===== src/rtl/iad_pkg.sv =====
// ----------------------------------------------------------------------------
// iad_pkg: shared types and constants for the IMA ADPCM decoder
// Step size table, index adjust table and the decoder state record.
// ----------------------------------------------------------------------------
package iad_pkg;

    localparam int unsigned STEP_LAST  = 88;
    localparam int unsigned INDEX_W    = 7;
    localparam int unsigned SAMPLE_W   = 16;
    localparam int unsigned STEP_W     = 15;
    localparam int unsigned CODE_W     = 4;
    localparam int unsigned MOVE_W     = 5;

    // Decoder state carried from one code to the next
    typedef struct packed {
        logic signed [SAMPLE_W-1:0] prediction;
        logic        [INDEX_W-1:0]  step_pointer;
    } iad_state_t;

    // Standard 89-entry step size table
    function automatic logic [STEP_W-1:0] step_size(input logic [INDEX_W-1:0] idx);
        logic [STEP_W-1:0] s;
        case (idx)
            7'd0:  s = 15'd7;     7'd1:  s = 15'd8;     7'd2:  s = 15'd9;
            7'd3:  s = 15'd10;    7'd4:  s = 15'd11;    7'd5:  s = 15'd12;
            7'd6:  s = 15'd13;    7'd7:  s = 15'd14;    7'd8:  s = 15'd16;
            7'd9:  s = 15'd17;    7'd10: s = 15'd19;    7'd11: s = 15'd21;
            7'd12: s = 15'd23;    7'd13: s = 15'd25;    7'd14: s = 15'd28;
            7'd15: s = 15'd31;    7'd16: s = 15'd34;    7'd17: s = 15'd37;
            7'd18: s = 15'd41;    7'd19: s = 15'd45;    7'd20: s = 15'd50;
            7'd21: s = 15'd55;    7'd22: s = 15'd60;    7'd23: s = 15'd66;
            7'd24: s = 15'd73;    7'd25: s = 15'd80;    7'd26: s = 15'd88;
            7'd27: s = 15'd97;    7'd28: s = 15'd107;   7'd29: s = 15'd118;
            7'd30: s = 15'd130;   7'd31: s = 15'd143;   7'd32: s = 15'd157;
            7'd33: s = 15'd173;   7'd34: s = 15'd190;   7'd35: s = 15'd209;
            7'd36: s = 15'd230;   7'd37: s = 15'd253;   7'd38: s = 15'd279;
            7'd39: s = 15'd307;   7'd40: s = 15'd337;   7'd41: s = 15'd371;
            7'd42: s = 15'd408;   7'd43: s = 15'd449;   7'd44: s = 15'd494;
            7'd45: s = 15'd544;   7'd46: s = 15'd598;   7'd47: s = 15'd658;
            7'd48: s = 15'd724;   7'd49: s = 15'd796;   7'd50: s = 15'd876;
            7'd51: s = 15'd963;   7'd52: s = 15'd1060;  7'd53: s = 15'd1166;
            7'd54: s = 15'd1282;  7'd55: s = 15'd1411;  7'd56: s = 15'd1552;
            7'd57: s = 15'd1707;  7'd58: s = 15'd1878;  7'd59: s = 15'd2066;
            7'd60: s = 15'd2272;  7'd61: s = 15'd2499;  7'd62: s = 15'd2749;
            7'd63: s = 15'd3024;  7'd64: s = 15'd3327;  7'd65: s = 15'd3660;
            7'd66: s = 15'd4026;  7'd67: s = 15'd4428;  7'd68: s = 15'd4871;
            7'd69: s = 15'd5358;  7'd70: s = 15'd5894;  7'd71: s = 15'd6484;
            7'd72: s = 15'd7132;  7'd73: s = 15'd7845;  7'd74: s = 15'd8630;
            7'd75: s = 15'd9493;  7'd76: s = 15'd10442; 7'd77: s = 15'd11487;
            7'd78: s = 15'd12635; 7'd79: s = 15'd13899; 7'd80: s = 15'd15289;
            7'd81: s = 15'd16818; 7'd82: s = 15'd18500; 7'd83: s = 15'd20350;
            7'd84: s = 15'd22385; 7'd85: s = 15'd24623; 7'd86: s = 15'd27086;
            7'd87: s = 15'd29794;
            default: s = 15'd32767;
        endcase
        return s;
    endfunction

    // Index adjust by code magnitude
    function automatic logic signed [MOVE_W-1:0] index_move(input logic [2:0] mag);
        logic signed [MOVE_W-1:0] m;
        case (mag)
            3'd4:    m = 5'sd2;
            3'd5:    m = 5'sd4;
            3'd6:    m = 5'sd6;
            3'd7:    m = 5'sd8;
            default: m = -5'sd1;
        endcase
        return m;
    endfunction

endpackage


===== src/rtl/iad_decode.sv =====
// ----------------------------------------------------------------------------
// iad_decode: one IMA ADPCM decode step
// Combinational: current state and code in, next state out.
// ----------------------------------------------------------------------------
module iad_decode
    import iad_pkg::*;
(
    input  iad_state_t        state_in,
    input  logic [CODE_W-1:0] code,
    input  logic              restart,
    output iad_state_t        state_out
);

    localparam logic signed [17:0] SAT_MIN = -18'sd32768;
    localparam logic signed [17:0] SAT_MAX = 18'sd32767;
    localparam logic signed [7:0]  IDX_MAX = 8'(STEP_LAST);

    iad_state_t                 cur;
    logic [INDEX_W-1:0]         idx;
    logic [STEP_W-1:0]          step;
    logic [16:0]                delta;
    logic signed [17:0]         acc;
    logic signed [7:0]          idx_sum;
    logic signed [SAMPLE_W-1:0] pred_sat;
    logic [INDEX_W-1:0]         pointer_sat;

    // Restart clears state ahead of this code
    always_comb
    begin
        if (restart)
            cur = '0;
        else
            cur = state_in;
    end

    // Step lookup with index clamp
    assign idx  = (cur.step_pointer > INDEX_W'(STEP_LAST)) ? INDEX_W'(STEP_LAST)
                                                           : cur.step_pointer;
    assign step = step_size(idx);

    // Difference from magnitude bits
    always_comb
    begin
        delta = 17'(step >> 3);
        if (code[0])
            delta = delta + 17'(step >> 2);
        if (code[1])
            delta = delta + 17'(step >> 1);
        if (code[2])
            delta = delta + 17'(step);
    end

    // Predictor update with saturation
    always_comb
    begin
        if (code[3])
            acc = 18'(cur.prediction) - $signed({1'b0, delta});
        else
            acc = 18'(cur.prediction) + $signed({1'b0, delta});

        if (acc < SAT_MIN)
            pred_sat = SAMPLE_W'(SAT_MIN);
        else if (acc > SAT_MAX)
            pred_sat = SAMPLE_W'(SAT_MAX);
        else
            pred_sat = acc[SAMPLE_W-1:0];
    end

    // Index adjust and clamp
    assign idx_sum = $signed({1'b0, idx}) + 8'(index_move(code[2:0]));

    always_comb
    begin
        if (idx_sum < 8'sd0)
            pointer_sat = '0;
        else if (idx_sum > IDX_MAX)
            pointer_sat = INDEX_W'(STEP_LAST);
        else
            pointer_sat = idx_sum[INDEX_W-1:0];
    end

    assign state_out = {pred_sat, pointer_sat};

endmodule


===== src/rtl/ima_adpcm_decoder.sv =====
// ----------------------------------------------------------------------------
// ima_adpcm_decoder: streaming IMA ADPCM 4-bit decoder
// One code per request in, one saturated 16-bit sample per request out.
// ----------------------------------------------------------------------------
//  channel | handshake             | payload
//  --------+-----------------------+------------------------------
//  in      | in_valid / in_ready   | nibble[3:0], restart
//  out     | out_valid / out_ready | sample[15:0], step_position[6:0]
//
//  One request per cycle sustained unless out_ready stalls; out_valid rises when
//  the input register moves on. Input register -> table lookup, add, clamp ->
//  output register; the state register is updated in the same cycle the result
//  is registered. Reset clears state to zero and drops both stages.
//  A stalled output holds; the input stage still fills, then in_ready drops.
// ----------------------------------------------------------------------------
module ima_adpcm_decoder
    import iad_pkg::*;
(
    input  logic                       clk,
    input  logic                       rst_n,
    input  logic                       in_valid,
    output logic                       in_ready,
    input  logic [CODE_W-1:0]          nibble,
    input  logic                       restart,
    output logic                       out_valid,
    input  logic                       out_ready,
    output logic signed [SAMPLE_W-1:0] sample,
    output logic [INDEX_W-1:0]         step_position
);

    logic                       in_valid_reg;
    logic [CODE_W-1:0]          nibble_reg;
    logic                       restart_reg;
    logic                       out_valid_reg;
    logic signed [SAMPLE_W-1:0] sample_reg;
    logic [INDEX_W-1:0]         position_reg;
    iad_state_t                 state_reg;
    iad_state_t                 state_next;
    logic                       advance;

    // Output stage moves when empty or drained
    assign advance  = !out_valid_reg || out_ready;
    assign in_ready = !in_valid_reg || advance;

    // Input register
    always_ff @(posedge clk or negedge rst_n)
    begin
        if (!rst_n)
            in_valid_reg <= 1'b0;
        else if (in_ready)
            in_valid_reg <= in_valid;
    end

    always_ff @(posedge clk)
    begin
        if (in_ready && in_valid)
        begin
            nibble_reg  <= nibble;
            restart_reg <= restart;
        end
    end

    iad_decode u_decode (
        .state_in  (state_reg),
        .code      (nibble_reg),
        .restart   (restart_reg),
        .state_out (state_next)
    );

    // Decoder state and output valid
    always_ff @(posedge clk or negedge rst_n)
    begin
        if (!rst_n)
        begin
            state_reg     <= '0;
            out_valid_reg <= 1'b0;
        end
        else if (advance)
        begin
            out_valid_reg <= in_valid_reg;
            if (in_valid_reg)
                state_reg <= state_next;
        end
    end

    // Output payload
    always_ff @(posedge clk)
    begin
        if (advance && in_valid_reg)
        begin
            sample_reg   <= state_next.prediction;
            position_reg <= state_next.step_pointer;
        end
    end

    assign out_valid     = out_valid_reg;
    assign sample        = sample_reg;
    assign step_position = position_reg;

    // Stored index never leaves the table
    a_index_range: assert property (@(posedge clk) disable iff (!rst_n)
        state_reg.step_pointer <= INDEX_W'(STEP_LAST))
        else $error("step index out of range");

    // Registered result matches the state it left behind
    a_state_matches: assert property (@(posedge clk) disable iff (!rst_n)
        (advance && in_valid_reg) |=>
            (state_reg.prediction == sample_reg &&
             state_reg.step_pointer == position_reg))
        else $error("result and state disagree");

    // A decoded request always lands in the output stage
    a_fill: assert property (@(posedge clk) disable iff (!rst_n)
        (advance && in_valid_reg) |=> out_valid_reg)
        else $error("decoded request lost");

    // Drained with nothing behind it leaves the output empty
    a_drain: assert property (@(posedge clk) disable iff (!rst_n)
        (out_valid_reg && out_ready && !in_valid_reg) |=> !out_valid_reg)
        else $error("request repeated");

    // State holds while the output stage stalls
    a_stall_hold: assert property (@(posedge clk) disable iff (!rst_n)
        !advance |=> $stable(state_reg))
        else $error("state moved during stall");

endmodule

===== config.mk =====
export PLATFORM = sky130hd
export DESIGN_NAME = ima_adpcm_decoder
export DESIGN_NICKNAME = d
export VERILOG_FILES = /design/src/rtl/iad_pkg.sv /design/src/rtl/iad_decode.sv /design/src/rtl/ima_adpcm_decoder.sv
export SDC_FILE = /design/constraint.sdc
export NUM_CORES = 1
export LEC_CHECK = 0
export ABC_CLOCK_PERIOD_IN_PS = 10730
export BUFFER_PORTS_ARGS = -buffer_cell sky130_fd_sc_hd__buf_2
export CELL_PAD_IN_SITES_DETAIL_PLACEMENT = 1
export CELL_PAD_IN_SITES_GLOBAL_PLACEMENT = 1
export CORE_ASPECT_RATIO = 1.5
export CORE_UTILIZATION = 44
export DETAILED_ROUTE_END_ITERATION = 12
export PLACE_DENSITY_LB_ADDON = 0.25
export SYNTH_ARGS = -nofsm -noshare
export SYNTH_HDL_FRONTEND = slang
export SYNTH_SLANG_ARGS = --single-unit

===== constraint.sdc =====
create_clock -name clk -period 10.73 [get_ports clk]
set_input_delay 1.6095 -clock clk [delete_from_list [all_inputs] [get_ports clk]]
set_output_delay 1.6095 -clock clk [all_outputs]
set_load 0.02 [all_outputs]

* Yosys cells after proc, flatten, opt, wreduce, memory -nomap -nowiden
Memory sizes are Yosys's and may differ from the RTL's.
Cells that the tools add are included.
Widths: inputs -> output; s select.
** Storage, ports and cells
- Memories :: 1
- Bits in read-only memories :: 1920
- Bits of input ports :: 9
- Flip-flop bits (word level) :: 53
- Output and inout port bits :: 25
- Word-level logic and storage cells :: 42
** Cells by class
- Muxes and demuxes :: 11
- $lt $le $gt $ge :: 5
- $add $sub $neg :: 6
- Equal/unequal tests :: 4
- Reduce and logical (&&, ||, !) cells :: 7
** Memories
- (no name shown) :: words 128, bits a word 15, rd ports 1, clocked after memory_dff 0, write ports 0, line iad_pkg.sv:23 : case (idx)
** Operators by type and width (number)
- $mux 17 :: 2
- $mux 16 :: 2
- $mux 23 :: 1
- $mux 7 :: 3
- $pmux 5 s4 :: 1
- $add 16x18->18 :: 1
- $gt 18x16->1 const B :: 1
- $lt 18x16->1 const B :: 1
- $mux 18 :: 1
- $sub 16x18->18 :: 1
- $add 17x14->17 :: 1
- $add 17x15->17 :: 1
- $add 12x13->14 :: 1
- $mux 14 :: 1
- $eq 3x3->1 const B :: 4
- $add 8x5->8 :: 1
- $gt 8x8->1 const B :: 1
- $lt 8x1->1 const B :: 1
- $gt 7x7->1 const B :: 1
- $logic_and 1x1->1 :: 2
- $logic_not 1->1 :: 2
- $logic_or 1x1->1 :: 2
- $reduce_and 2->1 :: 1

* Logic depth before layout (Yosys ltp)
An unclocked memory read counts as a cell.
- Depth after elaboration :: 15
- Mapped depth :: 54
- Mapped depth without buffers :: 50

* Cells and area by module
Synthesis repeated with hierarchy kept, for this count alone.
** Second synthesis, totals
- Cell total of the unflattened synthesis :: 1031
- Area, all modules :: 8455.6 um2
** Modules (own cells, without submodules)
- iad_decode :: cells each 946, instances 1, seq. area each 0.0 um2, area an instance 6581.3 um2
- ima_adpcm_decoder :: cells each 85, instances 1, seq. area each 1466.4 um2, area an instance 1874.3 um2

* Worst setup path before layout
OpenSTA, ideal clock, no wires.
- Kind :: register to register
- From :: register restart_reg
- To :: register state_reg[20] (netlist bit)
- Cell stages (with the launch flop) :: 49
- Path buffers :: 4
- Data arrival time :: 9888 ps
- Setup time :: 100 ps
- Clock period less this slack :: 9988 ps
- Setup slack :: 742 ps
- Required time :: 10630 ps
- Cell sequence :: edfxtp_1 -> buf_4 -> or2_1 -> buf_6 -> nand2_1 -> nand2_1 -> ha_1 -> clkbuf_1 -> inv_1 -> a211oi_1 -> nor3_1 -> a211oi_1 -> o21ai_0 -> a221oi_1 -> ha_1 -> inv_1 -> fa_1 -> nor2b_1 -> [13 not listed] -> nand2b_1 -> a41o_1 -> xor2_1 -> mux2_2 -> nor3_2 -> and2_1 -> a21oi_1 -> xor2_1 -> ha_1 -> o21a_1 -> o21ai_1 -> o21bai_1 -> a21oi_1 -> xnor2_1 -> xor2_4 -> nand2_4 -> buf_4 -> a311oi_2
** On the way
- Longest elaborated chain between the ends :: 15
- Elaborated cells between the ends (all ways) :: 17
- Those cells by class :: add/sub: 5; order compare: 3; mux: 8; memory: 1
** Ends and longest elaborated chain
- from (decl) :: line ima_adpcm_decoder.sv:33 : logic restart_reg;
- from (signal assigned) :: line ima_adpcm_decoder.sv:59 : restart_reg <= restart;
- $mux 23 (*) :: line iad_decode.sv:30 : if (restart)
- $gt 7x7->1 :: line iad_decode.sv:37 : assign idx = (cur.step_pointer > INDEX_W'(STEP_LAST)) ? INDEX_W'(STEP_LAST)
- $mux 7 :: line iad_decode.sv:37
- $mem_v2 128x15
- $add 12x13->14 :: line iad_decode.sv:46 : delta = delta + 17'(step >> 2);
- $mux 14 :: line iad_decode.sv:45 : if (code[0])
- $add 17x14->17 :: line iad_decode.sv:48 : delta = delta + 17'(step >> 1);
- $mux 17 :: line iad_decode.sv:47 : if (code[1])
- $add 17x15->17 :: line iad_decode.sv:50 : delta = delta + 17'(step);
- $mux 17 :: line iad_decode.sv:49 : if (code[2])
- $add 16x18->18 or $sub 16x18->18 (tied branches) :: line iad_decode.sv:59, iad_decode.sv:57
- $mux 18 (*) :: line iad_decode.sv:56 : if (code[3])
- $gt 18x16->1 :: line iad_decode.sv:63 : else if (acc > SAT_MAX)
- $mux 16 :: line iad_decode.sv:63
- $mux 16 (*) :: line iad_decode.sv:61 : if (acc < SAT_MIN)
- to (signal assigned) :: line ima_adpcm_decoder.sv:82 : state_reg <= state_next;
- to (decl) :: line ima_adpcm_decoder.sv:37 : iad_state_t state_reg;
Every way passes the cells marked *; elsewhere a longest branch is shown, timed or not.
A chain may end at the register's enable or synchronous reset.

* Final worst setup path
- From :: register restart_reg
- To :: register state_reg[7] (netlist bit)
Same word-level chain as after synthesis.

==> PnR_summary.wiki <==
{| class="wikitable"
! Metric !! Value
|-
| Kind of critical path || reg -> reg
|-
| CP required || 10.90 ns
|-
| Number of levels in the clock H-tree || 2
|-
| Type of destination of the critical path || flip-flop
|-
| Iteration-0 DRC Markers || 496
|-
| Clock net sink count || 53
|-
| Final cell count without fillers || 1269
|-
| Residual DRC || 0
|-
| Routability congestion estimate from global placement || 0.989
|-
| Most frequent cell on the critical path || sky130_fd_sc_hd__ha_1
|-
| Placed Cells || 1252
|-
| Register-to-Register Setup Slack || 0.49 ns
|-
| Arrival time at the worst endpoint || 10.42 ns
|-
| Pin count of the biggest net entering global routing || 58
|-
| Number of max-cap violations || 0
|-
| Slew HR || 26.4%
|-
| Final worst-path cycle share || 95.5%
|-
| Slew at the pin closest to its max-slew limit || 1.10 ns
|-
| Tightest Hold Check Type || reg -> reg
|-
| Standard cell core area || 18000 sq um
|-
| Vias in the first global route || 8594
|-
| Result of the run || completed
|-
| Port Buffers || 33
|-
| Register area share after synthesis || 18.0%
|-
| Overall track demand over capacity in global routing || 32.4%
|-
| Cts hold-fix bufs || 0
|-
| Fraction of synthesized cell area taken by the top area cell type || 11.8%
|-
| Crit path buf inv count || 5
|-
| Worst path top cell family by delay || compound AO/OA/AOI/OAI gates
|-
| Post-synthesis to final-layout area growth || 11.0%
|-
| Dominant cell by count in the synthesized netlist || sky130_fd_sc_hd__a21oi_1
|-
| Post-layout net count || 1142
|-
| Top achievable clock speed || 97.6 MHz
|-
| Number of buffers inserted during clock tree synthesis || 5
|-
| Synth Cell Area || 8160 sq um
|-
| Largest stage delay, worst path || 0.45 ns
|-
| Post-synthesis area per instance || 8.00 sq um
|-
| Ys Warns || 0
|-
| Chip width || 113 um
|-
| CTS tree || built
|-
| Skew-Pair Late Insertion Delay || 0.30 ns
|-
| Die Y-Extent || 169 um
|-
| Area leader, netlist || sky130_fd_sc_hd__ha_1
|-
| R2r startpoint || restart_reg$_DFFE_PP_
|-
| Number of antenna violations at the first check in global routing || 0
|-
| Max-slew violation count || 0
|-
| Final hold violation count || 0
|-
| Cells on worst reg2reg path || 48
|-
| Initial core utilization || 45.3%
|-
| Critical path endpoint || state_reg[7]$_DFFE_PN0P_
|-
| Clock-pin transition on the worst setup and hold timing paths || 0.07 ns
|-
| Post-synth net total || 1112
|-
| Number of flip-flops under the largest register name || 23
|-
| Worst setup path startpoint || restart_reg$_DFFE_PP_
|-
| CTS Root Cell || sky130_fd_sc_hd__clkbuf_16
|-
| Fraction of synthesis flops using an asynchronous set or reset pin || 47.2%
|-
| Critical Path Start Type || flip-flop
|-
| Post-detailed-route via-to-cell ratio || 6.64
|-
| Remaining Overflow, GRT || 0
|-
| Stages on worst setup path || 48
|-
| Count of different cell masters after synthesis || 102
|-
| Detailed placer's ending HPWL || 24000 um
|-
| Largest fanout on the critical path || 17
|-
| Total routed wirelength || 31100 um
|-
| Fill cell total of the finished layout || 2232
|-
| Top post-synthesis cells by count || sky130_fd_sc_hd__a21oi_1, sky130_fd_sc_hd__nor2_1, sky130_fd_sc_hd__ha_1, sky130_fd_sc_hd__nand2_1, sky130_fd_sc_hd__o21ai_0
|-
| Standard-cell rows || 60
|-
| Clk_skew || 0.00761 ns
|-
| Wire length of the first global-routing pass || 47600 um
|-
| Routed length per placed instance || 24.5 um
|-
| Share of layout cells above drive strength 1 || 17.7%
|-
| Final setup violation count || 0
|-
| Master of the slowest instance on the critical path || sky130_fd_sc_hd__or3_1
|-
| Most frequently used flop master after synthesis || sky130_fd_sc_hd__edfxtp_1
|-
| Register bit count reported by yosys || 53
|-
| Capture point of the worst reg-to-reg path || state_reg[7]$_DFFE_PN0P_
|-
| Detail Route Antenna Nets || 0
|-
| Maximum buffer depth of the clock tree || 2
|-
| Total Die Area || 19100 sq um
|-
| Post-layout min period || 10.24 ns
|-
| TritonRoute pass-1 iters || 4
|-
| Vias after detailed routing || 8427
|-
| Area contributors post-synth || sky130_fd_sc_hd__ha_1, sky130_fd_sc_hd__edfxtp_1, sky130_fd_sc_hd__dfrtp_1, sky130_fd_sc_hd__a21oi_1, sky130_fd_sc_hd__o21ai_0
|-
| Number of diodes || 0
|-
| Number of I/O pins || 34
|-
| Post-Syn Instances || 1021
|-
| Number of synthesized flops with an enable pin || 28
|}
what timing repair did:
item | in CTS | in global routing
setup buffers | 0 | 9
gates cloned | 0 | 0
gates resized for setup | 4 | 41
pin swaps | 0 | 9
endpoints found under the setup margin | 24 | 32
metrics by stage:
stage                     setup WS, ns  utilization (%)  TNS [ns]  instance area, sq um  hold slack, ns
after floorplan                  0.742                -         0                  8160           0.442
after global placement           0.177             47.8         0                  8610           0.457
after detailed placement       -0.0639             47.8   -0.0909                  8610           0.485
after CTS                       0.0419             48.8         0                  8800           0.506
after global routing           -0.0681             50.3    -0.232                  9060           0.548
final                            0.487             50.3         0                  9060           0.506
worst register-to-register path, delay by kind of cell, from the launching register on:
kind | cells | cell delay (ns)
adders and majority gates | 6 | 1.86
muxes | 2 | 0.59
xor gates and xnor gates | 6 | 0.94
buffers and inverters | 5 | 0.62
and+or+nand+nor | 12 | 2.14
DFF | 1 | 0.43
AOI/OAI and AO/OA | 17 | 3.52
placed cells by master (no fill, tap or decap), types with 6 or more instances in the layout:
master,count
sky130_fd_sc_hd__mux2_2,10
sky130_fd_sc_hd__o211ai_1,13
sky130_fd_sc_hd__a311oi_2,11
sky130_fd_sc_hd__o21a_1,20
sky130_fd_sc_hd__xor2_1,22
sky130_fd_sc_hd__buf_4,46
sky130_fd_sc_hd__inv_2,6
sky130_fd_sc_hd__mux2i_1,9
sky130_fd_sc_hd__ha_1,74
sky130_fd_sc_hd__o21ai_0,70
sky130_fd_sc_hd__a31oi_1,16
sky130_fd_sc_hd__xnor2_1,36
sky130_fd_sc_hd__a211oi_1,22
sky130_fd_sc_hd__nor2b_1,27
sky130_fd_sc_hd__nand2b_1,25
sky130_fd_sc_hd__a21oi_1,84
sky130_fd_sc_hd__inv_1,42
sky130_fd_sc_hd__dfrtp_1,25
sky130_fd_sc_hd__a211o_1,8
sky130_fd_sc_hd__a21o_1,19
sky130_fd_sc_hd__and2_1,8
sky130_fd_sc_hd__edfxtp_1,28
sky130_fd_sc_hd__nand2_1,75
sky130_fd_sc_hd__o21ai_1,6
sky130_fd_sc_hd__nand3_1,14
sky130_fd_sc_hd__buf_2,33
sky130_fd_sc_hd__o31ai_1,7
sky130_fd_sc_hd__nor3_1,19
sky130_fd_sc_hd__or3_1,9
sky130_fd_sc_hd__nor2_1,78
sky130_fd_sc_hd__nor4_1,7
sky130_fd_sc_hd__a311oi_1,7
sky130_fd_sc_hd__o31a_1,9
sky130_fd_sc_hd__o21bai_1,14
cell families (layout without fill, tap and decap cells):
family / count (synthesis) / count (layout) / synth area share, %
compound gates: 395 / 395 / 34.8
flops: 53 / 53 / 18.0
fa+ha+maj: 83 / 83 / 13.1
mux: 19 / 19 / 2.48
simple gates: 303 / 303 / 19.1
buf+inv: 108 / 139 / 5.87
xor+xnor: 60 / 60 / 6.67
metal layers:
layer | wire length, um | global-route usage (%)
met1 | 11500 | 34.0
met3 | 903 | 3.65
met4 | 2020 | 18.7
met5 | 0 | 0
met2 | 16700 | 61.4
how the worst min path moves through the flow:
| stage | start | endpoint | slack, ns | cells after the start |
|---|---|---|---|---|
| after floorplan | state_reg[22]$_DFFE_PN0P_ | state_reg[22]$_DFFE_PN0P_ | 0.44 | 2 |
| after global routing | in_valid_reg$_DFFE_PN0N_ | out_valid$_DFFE_PN0P_ | 0.55 | 1 |
| after CTS | in_valid_reg$_DFFE_PN0N_ | out_valid$_DFFE_PN0P_ | 0.51 | 1 |
| after global placement | state_reg[22]$_DFFE_PN0P_ | state_reg[22]$_DFFE_PN0P_ | 0.46 | 2 |
| after detailed placement | in_valid_reg$_DFFE_PN0N_ | out_valid$_DFFE_PN0P_ | 0.49 | 1 |
| final | in_valid_reg$_DFFE_PN0N_ | out_valid$_DFFE_PN0P_ | 0.51 | 1 |
final cells by class:
cell class / count / area, sq um / share of cell area (%)
multi-input cells: 860 / 6400 / 70.6
flip-flops and latches: 53 / 1470 / 16.2
repair buffers: 82 / 562 / 6.20
well taps: 217 / 272 / 3.00
inverters: 49 / 185 / 2.04
clock buffers: 5 / 125 / 1.38
clock inverters: 3 / 50.0 / 0.552
Power is not shown: default switching activity piles up to over one toggle a cycle in this logic, so the estimate is an artifact.
